--- src/rtl/fsr_pkg.sv ---
// Shared types and constants for the first-fit slot reserver.
// No dependencies; imported by fsr_row_unit, the top level, the checker and the testbench.
package fsr_pkg;

  localparam int START_W   = 12;
  localparam int DUR_W     = 8;
  localparam int GUARD_W   = 8;
  localparam int BAN_W     = 12;
  localparam int CFG_IDX_W = 3;
  localparam int CFG_DAT_W = 12;
  localparam int BAN_REGS  = 2;

  localparam int ROW_BITS  = 32;
  localparam int ROW_IDX_W = 5;

  localparam int WINDOW_MINUTES_DEF = 4096;
  localparam int SEARCH_SPAN_DEF    = 1440;
  localparam int BAN_RANGES_DEF     = 2;

  localparam logic [GUARD_W-1:0] GUARD_RESET = 8'd15;

  typedef enum logic [1:0] {
    REQ_CHECK   = 2'd0,
    REQ_FIND    = 2'd1,
    REQ_RESERVE = 2'd2,
    REQ_RELEASE = 2'd3
  } req_t;

  typedef enum logic [CFG_IDX_W-1:0] {
    REG_GUARD      = 3'd0,
    REG_BAN0_START = 3'd1,
    REG_BAN0_END   = 3'd2,
    REG_BAN1_START = 3'd3,
    REG_BAN1_END   = 3'd4
  } cfg_reg_t;

  typedef enum logic [2:0] {
    S_CLEAR,
    S_IDLE,
    S_CAND,
    S_SCAN_RD,
    S_SCAN_EV,
    S_RMW_RD,
    S_RMW_WR,
    S_RESP
  } state_t;

  typedef struct packed {
    logic                 hit;
    logic [ROW_IDX_W-1:0] idx;
  } scan_res_t;

endpackage

--- src/rtl/fsr_ram.sv ---
// Generic single-write, single-read RAM with registered read data.
// No dependencies.
module fsr_ram #(
  parameter int WIDTH = 32,
  parameter int DEPTH = 128
) (
  input  logic                     clk,
  input  logic                     we,
  input  logic [$clog2(DEPTH)-1:0] waddr,
  input  logic [WIDTH-1:0]         wdata,
  input  logic                     re,
  input  logic [$clog2(DEPTH)-1:0] raddr,
  output logic [WIDTH-1:0]         rdata
);

  logic [WIDTH-1:0] mem [DEPTH];

  always_ff @(posedge clk) begin
    if (we) begin
      mem[waddr] <= wdata;
    end
    if (re) begin
      rdata <= mem[raddr];
    end
  end

endmodule

--- src/rtl/fsr_row_unit.sv ---
// Shared row unit: builds the bit mask of a minute range inside one
// bitmap row and finds the lowest busy minute under it. Uses fsr_pkg.
module fsr_row_unit
  import fsr_pkg::*;
(
  input  logic [ROW_BITS-1:0]  word_i,
  input  logic [ROW_IDX_W-1:0] lo_bit,
  input  logic [ROW_IDX_W:0]   hi_cnt,
  output logic [ROW_BITS-1:0]  mask,
  output scan_res_t            res
);

  logic [ROW_BITS-1:0] busy;

  always_comb begin
    for (int j = 0; j < ROW_BITS; j++) begin
      mask[j] = ((ROW_IDX_W+1)'(j) >= {1'b0, lo_bit}) && ((ROW_IDX_W+1)'(j) < hi_cnt);
    end
  end

  assign busy = word_i & mask;

  always_comb begin
    res.hit = |busy;
    res.idx = '0;
    for (int j = ROW_BITS - 1; j >= 0; j--) begin
      if (busy[j]) begin
        res.idx = ROW_IDX_W'(j);
      end
    end
  end

endmodule

--- src/rtl/first_fit_slot_reserver.sv ---
// Reserve/release read and rewrite each touched bitmap row (none when out of window or empty);
// check/find read bitmap rows and move the candidate past each busy minute or banned range.
// Flow: one word in flight; a result waits in S_RESP while the output register holds an
// unaccepted word, and in_ready rises with out_valid as the result loads.
// Reset (synchronous, rst_n low) clears control and the ban registers and sets the guard to
// GUARD_RESET, then a clearing pass writes every bitmap row, with in_ready low.
// Depends on fsr_pkg, fsr_ram, fsr_row_unit.
module first_fit_slot_reserver
  import fsr_pkg::*;
#(
  parameter int WINDOW_MINUTES = WINDOW_MINUTES_DEF,
  parameter int SEARCH_SPAN    = SEARCH_SPAN_DEF,
  parameter int BAN_RANGES     = BAN_RANGES_DEF
) (
  input  logic                 clk,
  input  logic                 rst_n,
  input  logic                 in_valid,
  output logic                 in_ready,
  input  logic [1:0]           in_req_type,
  input  logic [START_W-1:0]   in_start_minute,
  input  logic [DUR_W-1:0]     in_duration,
  output logic                 out_valid,
  input  logic                 out_ready,
  output logic                 out_ok,
  output logic [START_W-1:0]   out_slot_minute,
  input  logic                 cfg_we,
  input  logic [CFG_IDX_W-1:0] cfg_index,
  input  logic [CFG_DAT_W-1:0] cfg_wdata
);

  localparam int DEPTH  = (WINDOW_MINUTES + ROW_BITS - 1) / ROW_BITS;
  localparam int AW     = $clog2(DEPTH);
  localparam int CW0    = $clog2(WINDOW_MINUTES + 1024);
  localparam int CW     = (CW0 > 13) ? CW0 : 13;
  localparam int NB_ACT = (BAN_RANGES < BAN_REGS) ? BAN_RANGES : BAN_REGS;
  localparam logic [CW-1:0] WIN_C  = CW'(WINDOW_MINUTES);
  localparam logic [CW-1:0] SPAN_C = CW'(SEARCH_SPAN);
  localparam logic [CW-1:0] ROW_C  = CW'(ROW_BITS);
  localparam logic [AW-1:0] LAST_ROW = AW'(DEPTH - 1);

  state_t state_r, state_nxt;
  req_t   req_r, req_nxt;
  logic [START_W-1:0] start_r, start_nxt;
  logic [DUR_W-1:0]   dur_r, dur_nxt;
  logic [CW-1:0]      cand_r, cand_nxt;
  logic [CW-1:0]      ptr_r, ptr_nxt;
  logic [CW-1:0]      hi_r, hi_nxt;
  logic               res_ok_r, res_ok_nxt;
  logic [START_W-1:0] res_slot_r, res_slot_nxt;
  logic [AW-1:0]      clr_r, clr_nxt;
  logic               out_valid_r, out_valid_nxt;
  logic               out_ok_r, out_ok_nxt;
  logic [START_W-1:0] out_slot_r, out_slot_nxt;
  logic [GUARD_W-1:0] guard_r, guard_nxt;
  logic [BAN_W-1:0]   ban_start_r [BAN_REGS];
  logic [BAN_W-1:0]   ban_start_nxt [BAN_REGS];
  logic [BAN_W-1:0]   ban_end_r [BAN_REGS];
  logic [BAN_W-1:0]   ban_end_nxt [BAN_REGS];

  logic                ram_we, ram_re;
  logic [AW-1:0]       ram_waddr, ram_raddr;
  logic [ROW_BITS-1:0] ram_wdata, ram_rdata;

  logic [CW-1:0] start_c, dur_c, guard_c;
  logic [CW-1:0] cand_end, tried, lim, lo_c, guard_hi, hi_c, ban_jump;
  logic          cand_fail, ban_hit;
  logic [CW-1:0] row_base, row_next, hi_rem, busy_min;
  logic [ROW_IDX_W:0]  hi_cnt;
  logic [AW-1:0]       row_addr;
  logic [ROW_BITS-1:0] row_mask;
  scan_res_t           scan_res;
  logic [CW-1:0]       in_end;
  logic                in_fits, in_rmw;

  fsr_ram #(
    .WIDTH (ROW_BITS),
    .DEPTH (DEPTH)
  ) u_bitmap (
    .clk   (clk),
    .we    (ram_we),
    .waddr (ram_waddr),
    .wdata (ram_wdata),
    .re    (ram_re),
    .raddr (ram_raddr),
    .rdata (ram_rdata)
  );

  fsr_row_unit u_row (
    .word_i (ram_rdata),
    .lo_bit (ptr_r[ROW_IDX_W-1:0]),
    .hi_cnt (hi_cnt),
    .mask   (row_mask),
    .res    (scan_res)
  );

  assign in_ready        = (state_r == S_IDLE);
  assign out_valid       = out_valid_r;
  assign out_ok          = out_ok_r;
  assign out_slot_minute = out_slot_r;

  assign in_end  = CW'(in_start_minute) + CW'(in_duration);
  assign in_fits = (in_end <= WIN_C);
  assign in_rmw  = (req_t'(in_req_type) == REQ_RESERVE) ||
                   (req_t'(in_req_type) == REQ_RELEASE);

  assign start_c   = CW'(start_r);
  assign dur_c     = CW'(dur_r);
  assign guard_c   = CW'(guard_r);
  assign cand_end  = cand_r + dur_c;
  assign tried     = cand_r - start_c;
  assign lim       = (req_r == REQ_FIND) ? SPAN_C : CW'(1);
  assign cand_fail = (tried >= lim) || (cand_end > WIN_C);
  assign lo_c      = (cand_r > guard_c) ? (cand_r - guard_c) : '0;
  assign guard_hi  = cand_end + guard_c;
  assign hi_c      = (guard_hi > WIN_C) ? WIN_C : guard_hi;

  // lowest-numbered hitting ban wins; every start from the candidate up to its end also hits it
  always_comb begin
    ban_hit  = 1'b0;
    ban_jump = '0;
    for (int k = NB_ACT - 1; k >= 0; k--) begin
      if ((dur_r != '0) && (ban_end_r[k] > ban_start_r[k]) &&
          (cand_r < CW'(ban_end_r[k])) && (cand_end > CW'(ban_start_r[k]))) begin
        ban_hit  = 1'b1;
        ban_jump = CW'(ban_end_r[k]);
      end
    end
  end

  assign row_base = {ptr_r[CW-1:ROW_IDX_W], {ROW_IDX_W{1'b0}}};
  assign row_next = row_base + ROW_C;
  assign hi_rem   = hi_r - row_base;
  assign hi_cnt   = (hi_rem >= ROW_C) ? (ROW_IDX_W+1)'(ROW_BITS) : hi_rem[ROW_IDX_W:0];
  assign row_addr = ptr_r[ROW_IDX_W +: AW];
  assign busy_min = row_base + CW'(scan_res.idx);

  always_comb begin
    state_nxt = state_r;
    case (state_r)
      S_CLEAR: begin
        if (clr_r == LAST_ROW) begin
          state_nxt = S_IDLE;
        end
      end
      S_IDLE: begin
        if (in_valid) begin
          if (!in_rmw) begin
            state_nxt = S_CAND;
          end else if (!in_fits || (in_duration == '0)) begin
            state_nxt = S_RESP;
          end else begin
            state_nxt = S_RMW_RD;
          end
        end
      end
      S_CAND: begin
        if (cand_fail) begin
          state_nxt = S_RESP;
        end else if (!ban_hit) begin
          state_nxt = S_SCAN_RD;
        end
      end
      S_SCAN_RD: begin
        state_nxt = (ptr_r >= hi_r) ? S_RESP : S_SCAN_EV;
      end
      S_SCAN_EV: begin
        state_nxt = scan_res.hit ? S_CAND : S_SCAN_RD;
      end
      S_RMW_RD: begin
        state_nxt = S_RMW_WR;
      end
      S_RMW_WR: begin
        state_nxt = (row_next >= hi_r) ? S_RESP : S_RMW_RD;
      end
      S_RESP: begin
        if (!out_valid_r || out_ready) begin
          state_nxt = S_IDLE;
        end
      end
      default: state_nxt = S_IDLE;
    endcase
  end

  always_comb begin
    req_nxt       = req_r;
    start_nxt     = start_r;
    dur_nxt       = dur_r;
    cand_nxt      = cand_r;
    ptr_nxt       = ptr_r;
    hi_nxt        = hi_r;
    res_ok_nxt    = res_ok_r;
    res_slot_nxt  = res_slot_r;
    clr_nxt       = clr_r;
    out_valid_nxt = out_valid_r;
    out_ok_nxt    = out_ok_r;
    out_slot_nxt  = out_slot_r;
    guard_nxt     = guard_r;
    ban_start_nxt = ban_start_r;
    ban_end_nxt   = ban_end_r;
    ram_we        = 1'b0;
    ram_waddr     = row_addr;
    ram_wdata     = '0;
    ram_re        = 1'b0;
    ram_raddr     = row_addr;

    if (cfg_we) begin
      case (cfg_reg_t'(cfg_index))
        REG_GUARD:      guard_nxt        = cfg_wdata[GUARD_W-1:0];
        REG_BAN0_START: ban_start_nxt[0] = cfg_wdata[BAN_W-1:0];
        REG_BAN0_END:   ban_end_nxt[0]   = cfg_wdata[BAN_W-1:0];
        REG_BAN1_START: ban_start_nxt[1] = cfg_wdata[BAN_W-1:0];
        REG_BAN1_END:   ban_end_nxt[1]   = cfg_wdata[BAN_W-1:0];
        default: ;
      endcase
    end

    if (out_valid_r && out_ready) begin
      out_valid_nxt = 1'b0;
    end

    case (state_r)
      S_CLEAR: begin
        ram_we    = 1'b1;
        ram_waddr = clr_r;
        clr_nxt   = clr_r + 1'b1;
      end
      S_IDLE: begin
        if (in_valid) begin
          req_nxt      = req_t'(in_req_type);
          start_nxt    = in_start_minute;
          dur_nxt      = in_duration;
          cand_nxt     = CW'(in_start_minute);
          ptr_nxt      = in_rmw ? CW'(in_start_minute) : '0;
          hi_nxt       = in_end;
          res_ok_nxt   = in_rmw && in_fits;
          res_slot_nxt = in_start_minute;
        end
      end
      S_CAND: begin
        if (!cand_fail) begin
          if (ban_hit) begin
            cand_nxt = ban_jump;
          end else begin
            ptr_nxt = (ptr_r > lo_c) ? ptr_r : lo_c;
            hi_nxt  = hi_c;
          end
        end
      end
      S_SCAN_RD: begin
        if (ptr_r >= hi_r) begin
          res_ok_nxt   = 1'b1;
          res_slot_nxt = cand_r[START_W-1:0];
        end else begin
          ram_re = 1'b1;
        end
      end
      S_SCAN_EV: begin
        if (scan_res.hit) begin
          cand_nxt = busy_min + guard_c + CW'(1);
          ptr_nxt  = busy_min + CW'(1);
        end else begin
          ptr_nxt = row_next;
        end
      end
      S_RMW_RD: begin
        ram_re = 1'b1;
      end
      S_RMW_WR: begin
        ram_we    = 1'b1;
        ram_wdata = (req_r == REQ_RESERVE) ? (ram_rdata | row_mask)
                                           : (ram_rdata & ~row_mask);
        ptr_nxt   = row_next;
      end
      S_RESP: begin
        if (!out_valid_r || out_ready) begin
          out_valid_nxt = 1'b1;
          out_ok_nxt    = res_ok_r;
          out_slot_nxt  = res_slot_r;
        end
      end
      default: ;
    endcase
  end

  always_ff @(posedge clk) begin
    if (!rst_n) begin
      state_r     <= S_CLEAR;
      clr_r       <= '0;
      out_valid_r <= 1'b0;
      guard_r     <= GUARD_RESET;
      for (int k = 0; k < BAN_REGS; k++) begin
        ban_start_r[k] <= '0;
        ban_end_r[k]   <= '0;
      end
    end else begin
      state_r     <= state_nxt;
      clr_r       <= clr_nxt;
      out_valid_r <= out_valid_nxt;
      guard_r     <= guard_nxt;
      ban_start_r <= ban_start_nxt;
      ban_end_r   <= ban_end_nxt;
    end
  end

  always_ff @(posedge clk) begin
    req_r      <= req_nxt;
    start_r    <= start_nxt;
    dur_r      <= dur_nxt;
    cand_r     <= cand_nxt;
    ptr_r      <= ptr_nxt;
    hi_r       <= hi_nxt;
    res_ok_r   <= res_ok_nxt;
    res_slot_r <= res_slot_nxt;
    out_ok_r   <= out_ok_nxt;
    out_slot_r <= out_slot_nxt;
  end

endmodule

--- config.mk ---
export PLATFORM = sky130hd
export DESIGN_NAME = first_fit_slot_reserver
export DESIGN_NICKNAME = d
export VERILOG_FILES = /design/src/rtl/fsr_pkg.sv /design/src/rtl/fsr_ram.sv /design/src/rtl/fsr_row_unit.sv /design/src/rtl/first_fit_slot_reserver.sv
export SDC_FILE = /design/constraint.sdc
export NUM_CORES = 2
export LEC_CHECK = 0
export BUFFER_PORTS_ARGS = -buffer_cell sky130_fd_sc_hd__buf_4
export CAP_MARGIN = 30
export CORE_AREA = 2 2 621 623
export CTS_CLUSTER_SIZE = 10
export DETAILED_ROUTE_END_ITERATION = 16
export DIE_AREA = 0 0 623 625
export PLACE_DENSITY = 0.59
export REMOVE_ABC_BUFFERS = 1
export SLEW_MARGIN = 20
export SYNTH_ARGS = -nofsm -noshare
export SYNTH_HDL_FRONTEND = slang
export SYNTH_HIERARCHICAL = 1
export SYNTH_SLANG_ARGS = --single-unit
--- constraint.sdc ---
create_clock -name clk -period 9.3 [get_ports clk]
set_clock_uncertainty 0.2 [all_clocks]
set_input_delay 1.86 -clock clk [delete_from_list [all_inputs] [get_ports clk]]
set_output_delay 1.86 -clock clk [all_outputs]
set_load 0.01 [all_outputs]
Yosys cells after proc, flatten, opt, wreduce, memory -nomap -nowiden:

Memory sizes are Yosys's and may differ from the RTL's. A register that Yosys moved wholly into a read port is not among the register bits.
Cells that the tools add are included.

* bits in registers: 154
* memory bits (writable): 4096
* output and inout bits: 15
* memories kept: 1
* logic and storage cells: 290
* input bits: 42

Memory list
* u_bitmap.mem: words 128, width 32, read ports 1, clocked after memory_dff 1, write ports 1, line fsr_ram.sv:16 `logic [WIDTH-1:0] mem [DEPTH];`

* equality and inequality tests: 26
* bitwise gates (word level): 4
* order comparisons: 78
* reductions and logical operators: 67
* add/sub/neg operators: 12
* mux-type cells: 84

Operators by type and width (count)
* 2-to-1 mux 13 bit: 15
* 2-to-1 mux 5 bit: 32
* < comparator 5 x 6 -> 1 bit (first input constant): 16
* >= comparator 5 bit (first input constant): 15
* bitwise AND 32 bit: 2
* 2-to-1 mux 32 bit: 2
* one-hot mux 13 bit (4 select lines): 1
* < comparator 4 x 6 -> 1 bit (first input constant): 8
* 2-to-1 mux 12 bit: 4
* >= comparator 4 x 5 -> 1 bit (first input constant): 8
* adder 13 x 8 -> 13 bit: 3
* logical AND 1 bit: 39
* one-hot mux 13 bit (3 select lines): 1
* inverter 32 bit: 1
* bitwise OR 32 bit: 1
* OR reduction 32 bit: 1
* adder 13 x 1 -> 13 bit (second input constant): 2
* >= comparator 13 bit: 2
* greater-than comparator 13 x 12 -> 1 bit: 2
* greater-than comparator 13 bit (second input constant): 2
* < comparator 13 x 12 -> 1 bit: 2
* one-hot mux 13 bit (2 select lines): 1
* greater-than comparator 12 bit: 2
* < comparator 3 x 6 -> 1 bit (first input constant): 4
* 47 further kinds: 105

Depth between registers and ports, before layout:

* word-level depth: 43
* depth in mapped cells: 31
* depth with buffers taken out: 29

Modules after synthesis:

The synthesis kept the hierarchy.

By module, submodules not included
* fsr_ram: area each 156596.4 um^2, seq. area each 123958.9 um^2, times used 1, cells an instance 5990
* first_fit_slot_reserver: area each 13208.9 um^2, seq. area each 3953.8 um^2, times used 1, cells an instance 1540
* fsr_row_unit: area each 1685.4 um^2, seq. area each 0.0 um^2, times used 1, cells an instance 237

Worst setup path after synthesis:

No wires, ideal clock.

* kind: register to register
* start: register ptr_r[5]
* end: memory u_bitmap.mem[0][22] (data pin)
* setup time: 0.797 ns
* required time: 8.303 ns
* data arrival time: 6.564 ns
* slack: 1.739 ns
* clock period less this slack: 7.561 ns
* cell stages (with the launch flop): 17
* buffers on the path: 2
* cells stage by stage: edfxtp_1 ha_1 inv_1 fa_1 a21o_1 a21oi_1 o21bai_1 a21oi_1 xnor2_1 nor4_1 and2_1 clkbuf_8 buf_2 nand4_1 a221oi_1 mux2i_1 nor2_1

* cells in the longest elaborated chain, start to end: 9
* elaborated cells between the ends (all ways): 10
* those cells by class: add/sub (1); order compare (2); mux (3); bitwise (3); reduce/logical (1)

RTL lines
* from (decl): line first_fit_slot_reserver.sv:46 `logic [CW-1:0] ptr_r, ptr_nxt;`
* from (signal assigned): line first_fit_slot_reserver.sv:310 `ptr_r <= ptr_nxt;`
* subtractor 13 bit (*): line first_fit_slot_reserver.sv:132 `assign hi_rem = hi_r - row_base;`
* >= comparator 13 x 6 -> 1 bit (*): line first_fit_slot_reserver.sv:133 `assign hi_cnt = (hi_rem >= ROW_C) ? (ROW_IDX_W+1)'(ROW_BITS) : hi_rem[ROW_IDX_W:0];`
* 2-to-1 mux 6 bit (*): line first_fit_slot_reserver.sv:133
* via hi_cnt[2]: line first_fit_slot_reserver.sv:68 `logic [ROW_IDX_W:0] hi_cnt;`
* < comparator 5 x 6 -> 1 bit (*): line fsr_row_unit.sv:17 `mask[j] = ((ROW_IDX_W+1)'(j) >= {1'b0, lo_bit}) && ((ROW_IDX_W+1)'(j) < hi_cnt);`
* logical AND 1 bit (*): line fsr_row_unit.sv:17
* via row_mask[22]: line first_fit_slot_reserver.sv:70 `logic [ROW_BITS-1:0] row_mask;`
* inverter 32 bit: line first_fit_slot_reserver.sv:271 `: (ram_rdata & ~row_mask);`
* bitwise AND 32 bit: line first_fit_slot_reserver.sv:271
* 2-to-1 mux 32 bit (*): line first_fit_slot_reserver.sv:270 `ram_wdata = (req_r == REQ_RESERVE) ? (ram_rdata | row_mask)`
* 2-to-1 mux 32 bit (*): line first_fit_slot_reserver.sv:221 `case (state_r)`
* via ram_wdata[22]: line first_fit_slot_reserver.sv:62 `logic [ROW_BITS-1:0] ram_wdata, ram_rdata;`
* to (decl): line fsr_ram.sv:16

The timed path passes the listed nets; every way through them passes the cells marked *.

Worst setup path after layout:

* start: register ptr_r[5]
* end: register cand_r[10] (data pin)

* cells in the longest elaborated chain, start to end: 42
* elaborated cells between the ends (all ways): 104
* those cells by class: add/sub (4); order compare (33); mux (35); bitwise (1); reduce/logical (31)

RTL lines
* subtractor 13 bit (*): line first_fit_slot_reserver.sv:132
* >= comparator 13 x 6 -> 1 bit (*): line first_fit_slot_reserver.sv:133
* 2-to-1 mux 6 bit (*): line first_fit_slot_reserver.sv:133
* via hi_cnt[1]: line first_fit_slot_reserver.sv:68
* < comparator 5 x 6 -> 1 bit: line fsr_row_unit.sv:17
* bitwise AND 32 bit (*): line fsr_row_unit.sv:21 `assign busy = word_i & mask;`
* 2-to-1 mux 5 bit or bitwise AND 32 bit (tied branches): line fsr_row_unit.sv:27, fsr_row_unit.sv:21
* 2-to-1 mux 5 bit (30 in series): line fsr_row_unit.sv:27 `if (busy[j]) begin`
* 2-to-1 mux 5 bit (*): line fsr_row_unit.sv:27
* adder 13 x 5 -> 13 bit (*): line first_fit_slot_reserver.sv:135 `assign busy_min = row_base + CW'(scan_res.idx);`
* via busy_min[0]: line first_fit_slot_reserver.sv:67 `logic [CW-1:0] row_base, row_next, hi_rem, busy_min;`
* adder 13 x 8 -> 13 bit (*): line first_fit_slot_reserver.sv:259 `cand_nxt = busy_min + guard_c + CW'(1);`
* adder 13 x 1 -> 13 bit (*): line first_fit_slot_reserver.sv:259
* 2-to-1 mux 13 bit (*): line first_fit_slot_reserver.sv:258 `if (scan_res.hit) begin`
* one-hot mux 13 bit (3 select lines) (*): line first_fit_slot_reserver.sv:221
* via cand_nxt[10]: line first_fit_slot_reserver.sv:45 `logic [CW-1:0] cand_r, cand_nxt;`
* to (signal assigned): line first_fit_slot_reserver.sv:309 `cand_r <= cand_nxt;`
* to (decl): line first_fit_slot_reserver.sv:45

The timed path passes the listed nets; every way through them passes the cells marked *. The select of a mux whose other input is x is not followed.
A chain may end at the register's enable or synchronous reset.

==> qor.yml <==
switching_share: 0.1954
p_int_w: 0.03028
worstSetupStartpointType: "flop"
vias_per_cell: 6.354
avgSynthCellArea_um2: 22.08
pre_cts_slack_ns: 1.252
ys_ff_latch: 4282
power_density_nw_per_um2: 194.6
top_usage_layer: "met2"
drt_wl_total_um: 477500
min_to: "out_slot_minute[7]$_DFFE_PP_"
setup_slack_ns: 1.266
reg2reg_from: "ptr_r[5]$_DFFE_PP_"
postCtsSetupBuffers: 0
pwr-share-comb: 0.008
rows: 228
cts_root_buffer: "clkbuf_16"
clockBufferDepth: 4
drtAntennaViolNets: 0
ys_warn_count: 6
hold_class: "reg2reg"
cap_violations: 0
final_max_slew_viol_count: 0
yosysSeqAreaShare: 0.7459
critPathSlowestCell: "a2111oi_0"
post_drt_wl_per_cell_um: 35.66
ioPinCount: 57
power.share.sequential: 0.557
synthArstFlopShare: 0
antenna_found_initial: 39
cp_data_arrival_time_ns: 8.56
timing.final.hold_violations: 0
drive_above_1_share: 0.2988
cts_tree: "yes"
met2_usage: 0.3889
cts_sinks: 4282
status: "finished, final reports clean"
synthDistinctLibCells: 109
relSlewSlack: 0.3159
path_class: "reg2reg"
synth_area_um2: 171500
place_congestion: 0.9082
power_w: 0.03764
ctsHtreeMaxLevel: 5
cp_max_fo: 39
slowest_delay_ns: 0.72
setup_violations: 0
gr-usage-all-layers: 0.2440
drt-initial-drc-count: 10680
ir_drop_mv: 0.1857
fin_crit_ns: 8.034
dieArea_um2: 389400
synth_edf_count: 4215
vias: 85070
leakage_nw: 53.02
critPathBufInv: 4
tns_ns: 0
core_area_um2: 383700
rsz0062_at_grt: "no"
fmax_mhz: 124.5
postCtsHoldBufs: 0
layout.nets: 8430
grt_max_degree: 131
path_delay_family: "compound AO/OA/AOI/OAI gates"
grt_pass1_wl_um: 667200
route.detailed.drc: 0
dp_hpwl_um: 269100
worstMarginPinSlew_ns: 1.024
cts_resized: 0
io_buffers: 56
die-width_um: 623
r2r_setup_slack_ns: 1.27
critPathCaptureType: "flop"
reg2reg_to: "cand_r[10]$_DFFE_PP_"
p_sw_w: 0.007353
synth_cells: 7767
whs_path_depth: 0
grt_pass1_vias: 85290
reg2regPathDepth: 26
pwr-share-clk: 0.435
numCtsBuffers: 477
first_pass_iters: 6
min-delay-start: "res_slot_r[7]$_DFFE_PP_"
areaGrowthSynthToFinish_pct: 12.80
cp.required_ns: 9.83
clk_latency_ns: 1.00
synthFlopType: "edfxtp_1"
grt.met3_usage: 0.03953
die_h_um: 625
min_period_over_period: 0.8639
clk_pin_slew_ns: 0.06
use_met1: 0.3504
grt-ovfl-total: 0
start_util: 0.4469
## cells in the mapped netlist (66+ instances only)
| library cell | number | area share |
|---|---|---|
| a21oi_1 | 101 | 0.0029 |
| buf_2 | 86 | 0.0025 |
| clkbuf_1 | 232 | 0.0051 |
| dfxtp_1 | 67 | 0.0078 |
| edfxtp_1 | 4215 | 0.74 |
| ha_1 | 166 | 0.012 |
| inv_1 | 140 | 0.0031 |
| mux4_2 | 1344 | 0.18 |
| nand2_1 | 228 | 0.0050 |
| nand3_1 | 66 | 0.0019 |
| nor2_1 | 258 | 0.0056 |
| o21ai_0 | 67 | 0.0020 |
## sequential cells by signal, indices dropped and copies added (netlist names)
register         flops
u_bitmap/mem      4096
u_bitmap/rdata      32
ban_end_r           24
ban_start_r         24
cand_r              13
hi_r                13
ptr_r               13
out_slot_minute     12
res_slot_r          12
start_r             12
dur_r                8
guard_r              8
clr_r                7
state_r              3
req_r                2
out_ok               1
out_valid            1
res_ok_r             1
## metrics by stage
step / util / hold slack [ns] / instances / area [µm²]
after floorplan: - / 0.2003 / 7375 / 169700
after global placement: 0.4693 / 0.2062 / 12780 / 180100
after detailed placement: 0.4699 / 0.2065 / 12790 / 180300
after CTS: 0.5035 / 0.2225 / 13370 / 193200
after global routing: 0.5041 / 0.2280 / 13380 / 193400
final: 0.5042 / 0.2203 / 13390 / 193400
## placed cells by master, fill, tap and decap left out, types with 23 or more instances in the layout
| cell | count |
|---|---|
| a21boi_0 | 63 |
| a21o_1 | 36 |
| a21oi_1 | 98 |
| and2_1 | 25 |
| buf_12 | 23 |
| buf_4 | 323 |
| clkbuf_1 | 53 |
| clkbuf_16 | 480 |
| dfxtp_1 | 67 |
| edfxtp_1 | 4215 |
| ha_1 | 166 |
| inv_1 | 140 |
| mux2_2 | 42 |
| mux2i_1 | 53 |
| mux4_2 | 1344 |
| nand2_1 | 224 |
| nand3_1 | 62 |
| nand4_1 | 29 |
| nor2_1 | 107 |
| nor2_4 | 151 |
| nor2b_1 | 30 |
| nor3_1 | 23 |
| o21a_1 | 31 |
| o21ai_0 | 66 |
| xnor2_1 | 54 |
## routing by layer
layer	wire (µm)	part of all wire	vias up
li1	-	-	33580
met1	195400	0.41	46810
met2	228300	0.48	3954
met3	38830	0.081	719
met4	14890	0.031	6
met5	34	0.000071	-
## final cells by class
class / instances / area (µm²)
tap: 5060 / 6331
multi-input combinational: 2952 / 42540
inverter: 141 / 529.3
timing repair buffer: 361 / 3222
antenna: 12 / 30.03
fill: 29880 / 190300
clock buffer: 535 / 12240
clock inverter: 46 / 635.6
sequential: 4282 / 127900
## kinds of logic after synthesis
kind of cell	Yosys count	synth area share
compound gates	496	0.02087
flops	4282	0.7459
xor+xnor	72	0.003721
mux	1439	0.1824
buf+inv	533	0.01332
fa+ha+maj	175	0.01305
simple gates	770	0.02079
## power by group through the flow
stage | clock, W | sequential [W] | combinational (W)
floorplan | 0 | 0.0214 | 0.000145
global placement | 0 | 0.0214 | 0.000300
detailed placement | 0 | 0.0214 | 0.000307
CTS | 0.0167 | 0.0210 | 0.000308
global route | 0.0174 | 0.0210 | 0.000329
finish | 0.0164 | 0.0210 | 0.000312
## worst max-delay path by stage
stage | start | end | slack, ns | cells past startpoint
floorplan | ptr_r[5]$_DFFE_PP_ | u_bitmap/mem[0][2]$_DFFE_PP_ | -37.85 | 15
global placement | ptr_r[5]$_DFFE_PP_ | cand_r[10]$_DFFE_PP_ | 1.10 | 23
detailed placement | ptr_r[5]$_DFFE_PP_ | cand_r[10]$_DFFE_PP_ | 1.25 | 25
CTS | ptr_r[5]$_DFFE_PP_ | cand_r[10]$_DFFE_PP_ | 1.20 | 25
global route | hi_r[5]$_DFFE_PP_ | cand_r[8]$_DFFE_PP_ | 0.80 | 30
finish | ptr_r[5]$_DFFE_PP_ | cand_r[10]$_DFFE_PP_ | 1.27 | 26
Note: power is estimated with default switching activity, not from simulation.
